===== src/assert_macros.svh =====
// Assertion macros shared by the RTL modules.
`ifndef ASSERT_MACROS_SVH
`define ASSERT_MACROS_SVH

// The consequent must hold in the same cycle as the antecedent.
`define ASSERT_IMPLIES(label, ante, cons, msg) \
    label: assert property (@(posedge clk) disable iff (!rst_n) (ante) |-> (cons)) \
        else $error(msg);

// The consequent must hold in the cycle after the antecedent.
`define ASSERT_NEXT(label, ante, cons, msg) \
    label: assert property (@(posedge clk) disable iff (!rst_n) (ante) |=> (cons)) \
        else $error(msg);

`endif


===== src/wma_pkg.sv =====
// Shared types and constants of the windowed moving average.
package wma_pkg;

    localparam int SAMPLE_W  = 16;  // width of a sample and of an average
    localparam int WIN_W     = 6;   // width of the window register
    localparam int SUM_W     = 22;  // signed sum of up to 63 samples
    localparam int MAG_W     = 21;  // magnitude of that sum
    localparam int DIV_CNT_W = 5;   // counts the MAG_W divider steps

    localparam logic [WIN_W-1:0] WINDOW_RESET = 6'd10;

    // Commands from the controller to the datapath.
    typedef struct packed {
        logic start;      // store the accepted sample and open a new sum
        logic sum_step;   // issue the next history read
        logic div_start;  // load the divider from the finished sum
        logic div_step;   // one restoring-division step
        logic load_out;   // move the quotient into the output register
    } wma_cmd_t;

    // Status from the datapath to the controller.
    typedef struct packed {
        logic sum_done;
        logic div_done;
        logic out_free;
    } wma_status_t;

endpackage


===== src/wma_sample_if.sv =====
// Valid/ready channel that carries input samples.
interface wma_sample_if;
    logic                               valid;
    logic                               ready;
    logic signed [wma_pkg::SAMPLE_W-1:0] sample;

    modport source (output valid, output sample, input ready);
    modport sink   (input valid, input sample, output ready);
endinterface


===== src/wma_average_if.sv =====
// Valid/ready channel that carries the computed averages.
interface wma_average_if;
    logic                               valid;
    logic                               ready;
    logic signed [wma_pkg::SAMPLE_W-1:0] average;

    modport source (output valid, output average, input ready);
    modport sink   (input valid, input average, output ready);
endinterface


===== src/windowed_moving_average.sv =====
// Top level of the windowed moving average.
//
//  Channel      Direction  Payload                 Handshake
//  sample_ch    in         sample  (signed 16)     valid / ready
//  average_ch   out        average (signed 16)     valid / ready
//  cfg          in         cfg_wdata (6 bits)      cfg_we, no wait
//
// The sample is written into the history RAM at the edge that accepts it. Its
// average is then formed in order: the newest W entries, W being the window
// clamped to 1..HISTORY_DEPTH, are read and added through the single read port
// of the history RAM; the bit-serial restoring divider loads, runs 21 steps and
// sees that it has ended; and the quotient is loaded into the output register.
// The controller then returns to idle, and no new sample is accepted until the
// previous one has been through every step up to the output load.
// The next item is accepted while the previous average still waits in the
// output register; only the load of a new average stalls on the consumer.
// Reset is asynchronous and active low. The history is treated as all zeros
// after reset through a fill count, so there is no clearing pass.

module windowed_moving_average #(
    parameter int HISTORY_DEPTH = 32
) (
    input  logic                         clk,
    input  logic                         rst_n,
    input  logic                         cfg_we,
    input  logic [wma_pkg::WIN_W-1:0]    cfg_wdata,
    wma_sample_if.sink                   sample_ch,
    wma_average_if.source                average_ch
);

    // Commands and status between the controller and the datapath.
    wma_pkg::wma_cmd_t    cmd;
    wma_pkg::wma_status_t status;

    // The controller accepts a sample only when it is idle; each accepted
    // item then runs through the store, sum, divide and output steps.
    wma_ctrl u_ctrl (
        .clk          (clk),
        .rst_n        (rst_n),
        .sample_valid (sample_ch.valid),
        .sample_ready (sample_ch.ready),
        .status       (status),
        .cmd          (cmd)
    );

    // The datapath holds the window register, the history memory, the
    // accumulator, the divider and the output register that drives the
    // result channel directly.
    wma_datapath #(
        .HISTORY_DEPTH (HISTORY_DEPTH)
    ) u_datapath (
        .clk           (clk),
        .rst_n         (rst_n),
        .cfg_we        (cfg_we),
        .cfg_wdata     (cfg_wdata),
        .sample        (sample_ch.sample),
        .cmd           (cmd),
        .status        (status),
        .average_valid (average_ch.valid),
        .average_ready (average_ch.ready),
        .average       (average_ch.average)
    );

endmodule


===== src/wma_ram.sv =====
// Generic single-write, single-read RAM with a registered read port.
module wma_ram #(
    parameter int WIDTH = 16,
    parameter int DEPTH = 32,
    localparam int AW = (DEPTH > 1) ? $clog2(DEPTH) : 1
) (
    input  logic             clk,
    input  logic             we,
    input  logic [AW-1:0]    waddr,
    input  logic [WIDTH-1:0] wdata,
    input  logic [AW-1:0]    raddr,
    output logic [WIDTH-1:0] rdata
);

    logic [WIDTH-1:0] mem [DEPTH];

    always_ff @(posedge clk)
    begin
        if (we)
        begin
            mem[waddr] <= wdata;
        end
        rdata <= mem[raddr];
    end

endmodule


===== src/wma_ctrl.sv =====
// Controller state machine that sequences store, sum, divide and output.
`include "assert_macros.svh"

module wma_ctrl (
    input  logic                 clk,
    input  logic                 rst_n,
    input  logic                 sample_valid,
    output logic                 sample_ready,
    input  wma_pkg::wma_status_t status,
    output wma_pkg::wma_cmd_t    cmd
);

    localparam logic [1:0] S_IDLE = 2'd0;
    localparam logic [1:0] S_SUM  = 2'd1;
    localparam logic [1:0] S_DIV  = 2'd2;
    localparam logic [1:0] S_DONE = 2'd3;

    logic [1:0] state_reg;
    logic [1:0] state_next;

    always_comb
    begin
        state_next   = state_reg;
        sample_ready = 1'b0;
        cmd          = '0;
        case (state_reg)
            S_IDLE:
            begin
                sample_ready = 1'b1;
                if (sample_valid)
                begin
                    cmd.start  = 1'b1;
                    state_next = S_SUM;
                end
            end
            S_SUM:
            begin
                if (status.sum_done)
                begin
                    cmd.div_start = 1'b1;
                    state_next    = S_DIV;
                end
                else
                begin
                    cmd.sum_step = 1'b1;
                end
            end
            S_DIV:
            begin
                if (status.div_done)
                begin
                    state_next = S_DONE;
                end
                else
                begin
                    cmd.div_step = 1'b1;
                end
            end
            S_DONE:
            begin
                if (status.out_free)
                begin
                    cmd.load_out = 1'b1;
                    state_next   = S_IDLE;
                end
            end
            default:
            begin
                state_next = S_IDLE;
            end
        endcase
    end

    always_ff @(posedge clk or negedge rst_n)
    begin
        if (!rst_n)
        begin
            state_reg <= S_IDLE;
        end
        else
        begin
            state_reg <= state_next;
        end
    end

    `ASSERT_IMPLIES(a_one_cmd, 1'b1, $onehot0(cmd), "more than one datapath command")
    `ASSERT_IMPLIES(a_load_when_free, cmd.load_out, status.out_free, "output overwritten")

endmodule


===== src/wma_datapath.sv =====
// Datapath: history RAM, serial accumulator, restoring divider, output register.
`include "assert_macros.svh"

module wma_datapath #(
    parameter int HISTORY_DEPTH = 32
) (
    input  logic                                 clk,
    input  logic                                 rst_n,
    input  logic                                 cfg_we,
    input  logic [wma_pkg::WIN_W-1:0]            cfg_wdata,
    input  logic signed [wma_pkg::SAMPLE_W-1:0]  sample,
    input  wma_pkg::wma_cmd_t                    cmd,
    output wma_pkg::wma_status_t                 status,
    output logic                                 average_valid,
    input  logic                                 average_ready,
    output logic signed [wma_pkg::SAMPLE_W-1:0]  average
);

    localparam int WIN_W  = wma_pkg::WIN_W;
    localparam int SUM_W  = wma_pkg::SUM_W;
    localparam int MAG_W  = wma_pkg::MAG_W;
    localparam int SMP_W  = wma_pkg::SAMPLE_W;
    localparam int DCW    = wma_pkg::DIV_CNT_W;
    localparam int AW     = (HISTORY_DEPTH > 1) ? $clog2(HISTORY_DEPTH) : 1;
    localparam int CNT_W  = $clog2(HISTORY_DEPTH + 1);
    localparam int CMP_W  = (CNT_W > WIN_W) ? CNT_W : WIN_W;

    // Configuration and history bookkeeping.
    logic [WIN_W-1:0] window_reg;
    logic [AW-1:0]    wp_reg, wp_next;
    logic [CNT_W-1:0] fill_reg, fill_next;
    logic [WIN_W-1:0] win_eff;

    // Accumulation.
    logic [AW-1:0]           rd_ptr_reg, rd_ptr_next;
    logic [WIN_W-1:0]        rd_idx_reg, rd_idx_next;
    logic                    issuing_reg, issuing_next;
    logic                    pend_reg, pend_next;
    logic                    pend_zero_reg, pend_zero_next;
    logic signed [SUM_W-1:0] acc_reg, acc_next;
    logic [SMP_W-1:0]        ram_rdata;

    // Division.
    logic [WIN_W-1:0] rem_reg, rem_next;
    logic [MAG_W-1:0] quo_reg, quo_next;
    logic             neg_reg, neg_next;
    logic [DCW-1:0]   div_cnt_reg, div_cnt_next;
    logic [SUM_W-1:0] acc_mag;
    logic [WIN_W:0]   shifted;
    logic [WIN_W+1:0] diff;

    // Output register.
    logic                    out_valid_reg, out_valid_next;
    logic signed [SMP_W-1:0] out_data_reg, out_data_next;
    logic [SMP_W-1:0]        quo_low;

    wma_ram #(
        .WIDTH (SMP_W),
        .DEPTH (HISTORY_DEPTH)
    ) u_history (
        .clk   (clk),
        .we    (cmd.start),
        .waddr (wp_reg),
        .wdata (sample),
        .raddr (rd_ptr_reg),
        .rdata (ram_rdata)
    );

    // Window clamped to 1..HISTORY_DEPTH.
    always_comb
    begin
        if (window_reg == '0)
        begin
            win_eff = WIN_W'(1);
        end
        else if (CMP_W'(window_reg) > CMP_W'(HISTORY_DEPTH))
        begin
            win_eff = WIN_W'(HISTORY_DEPTH);
        end
        else
        begin
            win_eff = window_reg;
        end
    end

    // Store and accumulate. Entries beyond the fill count were never written
    // and stand for the zeros of the cleared history.
    always_comb
    begin
        wp_next        = wp_reg;
        fill_next      = fill_reg;
        rd_ptr_next    = rd_ptr_reg;
        rd_idx_next    = rd_idx_reg;
        issuing_next   = issuing_reg;
        pend_next      = 1'b0;
        pend_zero_next = pend_zero_reg;
        acc_next       = acc_reg;

        if (pend_reg && !pend_zero_reg)
        begin
            acc_next = acc_reg + SUM_W'($signed(ram_rdata));
        end

        if (cmd.start)
        begin
            wp_next      = (wp_reg == AW'(HISTORY_DEPTH - 1)) ? '0 : wp_reg + 1'b1;
            fill_next    = (fill_reg == CNT_W'(HISTORY_DEPTH)) ? fill_reg : fill_reg + 1'b1;
            rd_ptr_next  = wp_reg;
            rd_idx_next  = '0;
            issuing_next = 1'b1;
            acc_next     = '0;
        end
        else if (cmd.sum_step && issuing_reg)
        begin
            rd_ptr_next    = (rd_ptr_reg == '0) ? AW'(HISTORY_DEPTH - 1) : rd_ptr_reg - 1'b1;
            rd_idx_next    = rd_idx_reg + 1'b1;
            pend_next      = 1'b1;
            pend_zero_next = !(CMP_W'(rd_idx_reg) < CMP_W'(fill_reg));
            if (rd_idx_reg == win_eff - 1'b1)
            begin
                issuing_next = 1'b0;
            end
        end
    end

    // Restoring division of the sum magnitude by the window, one bit a step.
    assign acc_mag = acc_reg[SUM_W-1] ? SUM_W'(-acc_reg) : SUM_W'(acc_reg);
    assign shifted = {rem_reg, quo_reg[MAG_W-1]};
    assign diff    = {1'b0, shifted} - {2'b00, win_eff};

    always_comb
    begin
        rem_next     = rem_reg;
        quo_next     = quo_reg;
        neg_next     = neg_reg;
        div_cnt_next = div_cnt_reg;
        if (cmd.div_start)
        begin
            rem_next     = '0;
            quo_next     = acc_mag[MAG_W-1:0];
            neg_next     = acc_reg[SUM_W-1];
            div_cnt_next = '0;
        end
        else if (cmd.div_step)
        begin
            div_cnt_next = div_cnt_reg + 1'b1;
            if (!diff[WIN_W+1])
            begin
                rem_next = diff[WIN_W-1:0];
                quo_next = {quo_reg[MAG_W-2:0], 1'b1};
            end
            else
            begin
                rem_next = shifted[WIN_W-1:0];
                quo_next = {quo_reg[MAG_W-2:0], 1'b0};
            end
        end
    end

    // The quotient magnitude never exceeds 32768, so its low bits suffice.
    assign quo_low = quo_reg[SMP_W-1:0];

    always_comb
    begin
        out_valid_next = out_valid_reg;
        out_data_next  = out_data_reg;
        if (cmd.load_out)
        begin
            out_valid_next = 1'b1;
            out_data_next  = neg_reg ? $signed(-quo_low) : $signed(quo_low);
        end
        else if (average_ready)
        begin
            out_valid_next = 1'b0;
        end
    end

    always_ff @(posedge clk or negedge rst_n)
    begin
        if (!rst_n)
        begin
            window_reg    <= wma_pkg::WINDOW_RESET;
            wp_reg        <= '0;
            fill_reg      <= '0;
            issuing_reg   <= 1'b0;
            pend_reg      <= 1'b0;
            div_cnt_reg   <= '0;
            out_valid_reg <= 1'b0;
        end
        else
        begin
            if (cfg_we)
            begin
                window_reg <= cfg_wdata;
            end
            wp_reg        <= wp_next;
            fill_reg      <= fill_next;
            issuing_reg   <= issuing_next;
            pend_reg      <= pend_next;
            div_cnt_reg   <= div_cnt_next;
            out_valid_reg <= out_valid_next;
        end
    end

    always_ff @(posedge clk)
    begin
        rd_ptr_reg    <= rd_ptr_next;
        rd_idx_reg    <= rd_idx_next;
        pend_zero_reg <= pend_zero_next;
        acc_reg       <= acc_next;
        rem_reg       <= rem_next;
        quo_reg       <= quo_next;
        neg_reg       <= neg_next;
        out_data_reg  <= out_data_next;
    end

    assign status.sum_done = !issuing_reg && !pend_reg;
    assign status.div_done = (div_cnt_reg == DCW'(MAG_W));
    assign status.out_free = !out_valid_reg || average_ready;

    assign average_valid = out_valid_reg;
    assign average       = out_data_reg;

    `ASSERT_IMPLIES(a_div_after_sum, cmd.div_start, status.sum_done, "divide before sum ends")
    `ASSERT_IMPLIES(a_fill_bound, 1'b1, fill_reg <= CNT_W'(HISTORY_DEPTH), "fill count overflow")

endmodule

===== src/flat_wrapper.sv =====
// flat-port wrapper written by rule: the top's interface ports become plain ports
module windowed_moving_average_flat 
#(
    parameter int HISTORY_DEPTH = 32
)
  (clk, rst_n, cfg_we, cfg_wdata, sample_ch_valid, sample_ch_sample, sample_ch_ready, average_ch_valid, average_ch_average, average_ch_ready);
  wma_sample_if sample_ch_i ();
  wma_average_if average_ch_i ();
  input  logic clk;
  input  logic rst_n;
  input  logic cfg_we;
  input  logic [wma_pkg::WIN_W-1:0] cfg_wdata;
  input wire logic [$bits(sample_ch_i.valid)-1:0] sample_ch_valid;
  input wire logic [$bits(sample_ch_i.sample)-1:0] sample_ch_sample;
  output wire logic [$bits(sample_ch_i.ready)-1:0] sample_ch_ready;
  output wire logic [$bits(average_ch_i.valid)-1:0] average_ch_valid;
  output wire logic [$bits(average_ch_i.average)-1:0] average_ch_average;
  input wire logic [$bits(average_ch_i.ready)-1:0] average_ch_ready;
  assign sample_ch_i.valid = sample_ch_valid;
  assign sample_ch_i.sample = sample_ch_sample;
  assign sample_ch_ready = sample_ch_i.ready;
  assign average_ch_valid = average_ch_i.valid;
  assign average_ch_average = average_ch_i.average;
  assign average_ch_i.ready = average_ch_ready;
  windowed_moving_average #(.HISTORY_DEPTH(HISTORY_DEPTH)) u_core (.clk(clk), .rst_n(rst_n), .cfg_we(cfg_we), .cfg_wdata(cfg_wdata), .sample_ch(sample_ch_i), .average_ch(average_ch_i));
endmodule

===== config.mk =====
export PLATFORM = sky130hd
export DESIGN_NAME = windowed_moving_average_flat
export DESIGN_NICKNAME = d
export VERILOG_FILES = /design/src/wma_pkg.sv /design/src/wma_sample_if.sv /design/src/wma_average_if.sv /design/src/windowed_moving_average.sv /design/src/wma_ram.sv /design/src/wma_ctrl.sv /design/src/wma_datapath.sv /design/src/flat_wrapper.sv
export VERILOG_INCLUDE_DIRS = /design/src /design/src/src
export SDC_FILE = /design/constraint.sdc
export NUM_CORES = 1
export LEC_CHECK = 0
export BUFFER_PORTS_ARGS = -buffer_cell sky130_fd_sc_hd__buf_4
export CAP_MARGIN = 20
export CORE_ASPECT_RATIO = 1.2
export CORE_UTILIZATION = 63
export DETAILED_ROUTE_END_ITERATION = 16
export PLACE_DENSITY = 0.8
export SLEW_MARGIN = 20
export SYNTH_ARGS = -nofsm -noshare
export SYNTH_HDL_FRONTEND = slang
export SYNTH_SLANG_ARGS = --single-unit
export TNS_END_PERCENT = 10

===== constraint.sdc =====
create_clock -name clk -period 3 [get_ports clk]
set_clock_uncertainty 0.05 [all_clocks]
set_input_delay 0.3 -clock clk [delete_from_list [all_inputs] [get_ports clk]]
set_output_delay 0.3 -clock clk [all_outputs]
set_load 0.1 [all_outputs]

==> impl_metrics.json <==
{
  "worstSetupStartpointType": "register",
  "core_area_sq_um": 40900,
  "insertion_delay_ns": 0.60,
  "netlist_top_cells_count": "556 x edfxtp_1, 160 x mux4_2, 105 x nand2_1",
  "num_rows": 81,
  "cp_max_fo": 8,
  "ant_nets": 0,
  "synth_fp_nets": 1571,
  "firstDrtPassIters": 5,
  "drv_slew": 0,
  "via_count": 14300,
  "min_path_type": "primary input to register",
  "syn_inst": 1492,
  "nets": 1702,
  "cp.arrival_ns": 2.88,
  "antenna_found_initial": 1,
  "routed_wirelength_microns": 56400,
  "die_h_microns": 226,
  "yosys.area.top_type_share": 0.634,
  "synth_edf_count": 556,
  "synthArstFlopShare": 0.0427,
  "clock_path_buffers": 3,
  "largest_reg_flops": 512,
  "whs_ns": 0.0539,
  "drc": 0,
  "grt_usage": 0.275,
  "max_cap_viol_count": 0,
  "synth_most_common_cell": "edfxtp_1",
  "synth_cell_types": 59,
  "wl_per_cell_microns": 25.5,
  "grt_pass1_vias": 14400,
  "tightestPinTransition_ns": 0.857,
  "synth_ff_type": "edfxtp_1",
  "total_power_mw": 28.2,
  "vias_per_cell": 6.45,
  "die_w_microns": 189,
  "worst_setup_path_end_kind": "register",
  "critPathRequiredTime_ns": 3.26,
  "cts_tree": "yes",
  "cts.sinks": 633,
  "place.gp.congestion": 1.00,
  "ys.warnings.count": 0,
  "final_hold_viol_count": 0,
  "powerDensity_nw_per_um2": 949,
  "hpwl_microns": 33800,
  "grt_pass1_wl_microns": 86300,
  "cts_root_buf": "clkbuf_16",
  "rsz0062_at_grt": "no",
  "start_util": 0.643,
  "io_buffers": 44,
  "period_minus_slack_ns": 2.62,
  "path_clk_slew_ns": 0.07,
  "setup_viol": 0,
  "slew-limit-headroom": 0.427,
  "finalCritPeriodShare": 0.873,
  "drive_gt1_frac": 0.243,
  "synth.largest_area_cell": "edfxtp_1",
  "num_io_pins": 45,
  "synth.top_cells.by_area": "edfxtp_1 63%, mux4_2 14%, dfxtp_1 3.8%",
  "p_leak_nw": 10.2,
  "synth-seq-cells": 633,
  "clock.fmax_mhz": 382,
  "syn-mean-instance-area_sq_um": 17.7,
  "cts_max_level": 2,
  "outcome": "complete, no violations",
  "vdd_drop_max_mv": 0.668,
  "syn_area_sq_um": 26300,
  "seq_area_frac_synth": 0.698,
  "post_cts_buffers": 0,
  "grt_max_degree": 57,
  "numCtsBuffers": 57,
  "overflow": 0,
  "die_area_sq_um": 42600,
  "criticalPathCategory": "register to register",
  "layout-area-overhead-vs-synth_pct": 12.7,
  "drtIter0Drc": 1463
}
## report_power, final
group | internal, mW | switching [mW] | total, mW
Clock | 3.92 | 3.15 | 7.07
Combinational | 4.46 | 5.30 | 9.75
Sequential | 10.6 | 0.761 | 11.4
Total | 19.0 | 9.21 | 28.2
## critical path, stage by stage, from the launching register on
cell and delay [ns]:
dfrtp_1 0.41, inv_1 0.10, ha_2 0.23, and2_1 0.29, nand2_1 0.33, nor2_1 0.62, buf_4 0.30
## cell families after synthesis
group | after synthesis | share of synthesized area
multiplexers | 186 | 0.148
AND/OR/NAND/NOR | 276 | 0.0476
adder cells (fa/ha/maj) | 52 | 0.0253
AO/OA/AOI/OAI | 173 | 0.0409
buffers and inverters | 102 | 0.0176
flip-flops | 633 | 0.698
XOR/XNOR | 70 | 0.0233
## worst paths after layout
check                                        startpoint                                       to  slack, ns  cells past startpoint
max reg2reg                  u_core.u_ctrl.state_reg[0]  u_core.u_datapath.u_history.mem[30][11]       0.38                      6
max                          u_core.u_ctrl.state_reg[0]  u_core.u_datapath.u_history.mem[30][11]       0.38                      6
max in group asynchronous                         rst_n          u_core.u_datapath.window_reg[1]       2.45                      2
min                                sample_ch_sample[14]  u_core.u_datapath.u_history.mem[10][14]       0.05                      1
min in group asynchronous                         rst_n          u_core.u_datapath.window_reg[5]       0.13                      2
min reg2reg                u_core.u_datapath.rem_reg[1]             u_core.u_datapath.rem_reg[1]       0.44                      2
## timing repair
item | in CTS | in global routing
hold buffers | 15 | 0
hold endpoints to repair | 34 | 0
gates resized for setup | 0 | 0
## cells in the final DEF, fill, tap and decap left out, types with 14 or more instances in the layout
cell type,synthesis,routed
nand2_1,105,105
nand3_1,14,14
xnor2_1,42,42
clkbuf_16,0,57
buf_4,0,115
mux4_2,160,160
dfxtp_1,50,50
mux2_2,21,21
dfrtp_1,25,25
nor2_1,84,84
dlygate4sd3_1,0,15
a21oi_1,40,40
inv_1,35,35
xor2_1,28,28
ha_1,50,49
o31ai_1,15,15
edfxtp_1,556,556
clkinv_2,0,14
o21ai_0,56,56
## area by class of cell
type | instances | area (sq um)
Clock inverter | 43 | 365
Timing Repair Buffer | 139 | 1190
Fill cell | 2383 | 11300
Multi-Input combinational cell | 757 | 7500
Tap cell | 539 | 674
Sequential cell | 633 | 18400
Clock buffer | 62 | 1450
Inverter | 35 | 131
Antenna cell | 1 | 2.50
## metrics by stage
| step | instances | utilization | instance area, sq um | setup slack (ns) | TNS [ns] |
|---|---|---|---|---|---|
| 3_3_place_gp | 2088 | 0.677 | 27700 | 0.527 | 0 |
| 2_1_floorplan | 1492 | - | 26300 | -0.0813 | -30.08 |
| 5_1_grt | 2208 | 0.725 | 29700 | 0.226 | 0 |
| 3_5_place_dp | 2088 | 0.677 | 27700 | 0.482 | 0 |
| 6_report | 2209 | 0.725 | 29700 | 0.380 | 0 |
| 4_1_cts | 2208 | 0.725 | 29700 | 0.443 | 0 |
## layer usage
layer | part of all wire | vias to the layer above | global-route usage
li1 | - | 6167 | -
met1 | 0.37 | 7228 | 0.351
met2 | 0.52 | 681 | 0.475
met3 | 0.067 | 174 | 0.0395
met4 | 0.044 | 0 | 0.119
met5 | 0 | - | 0
Note: power is estimated with default switching activity, not from simulation.
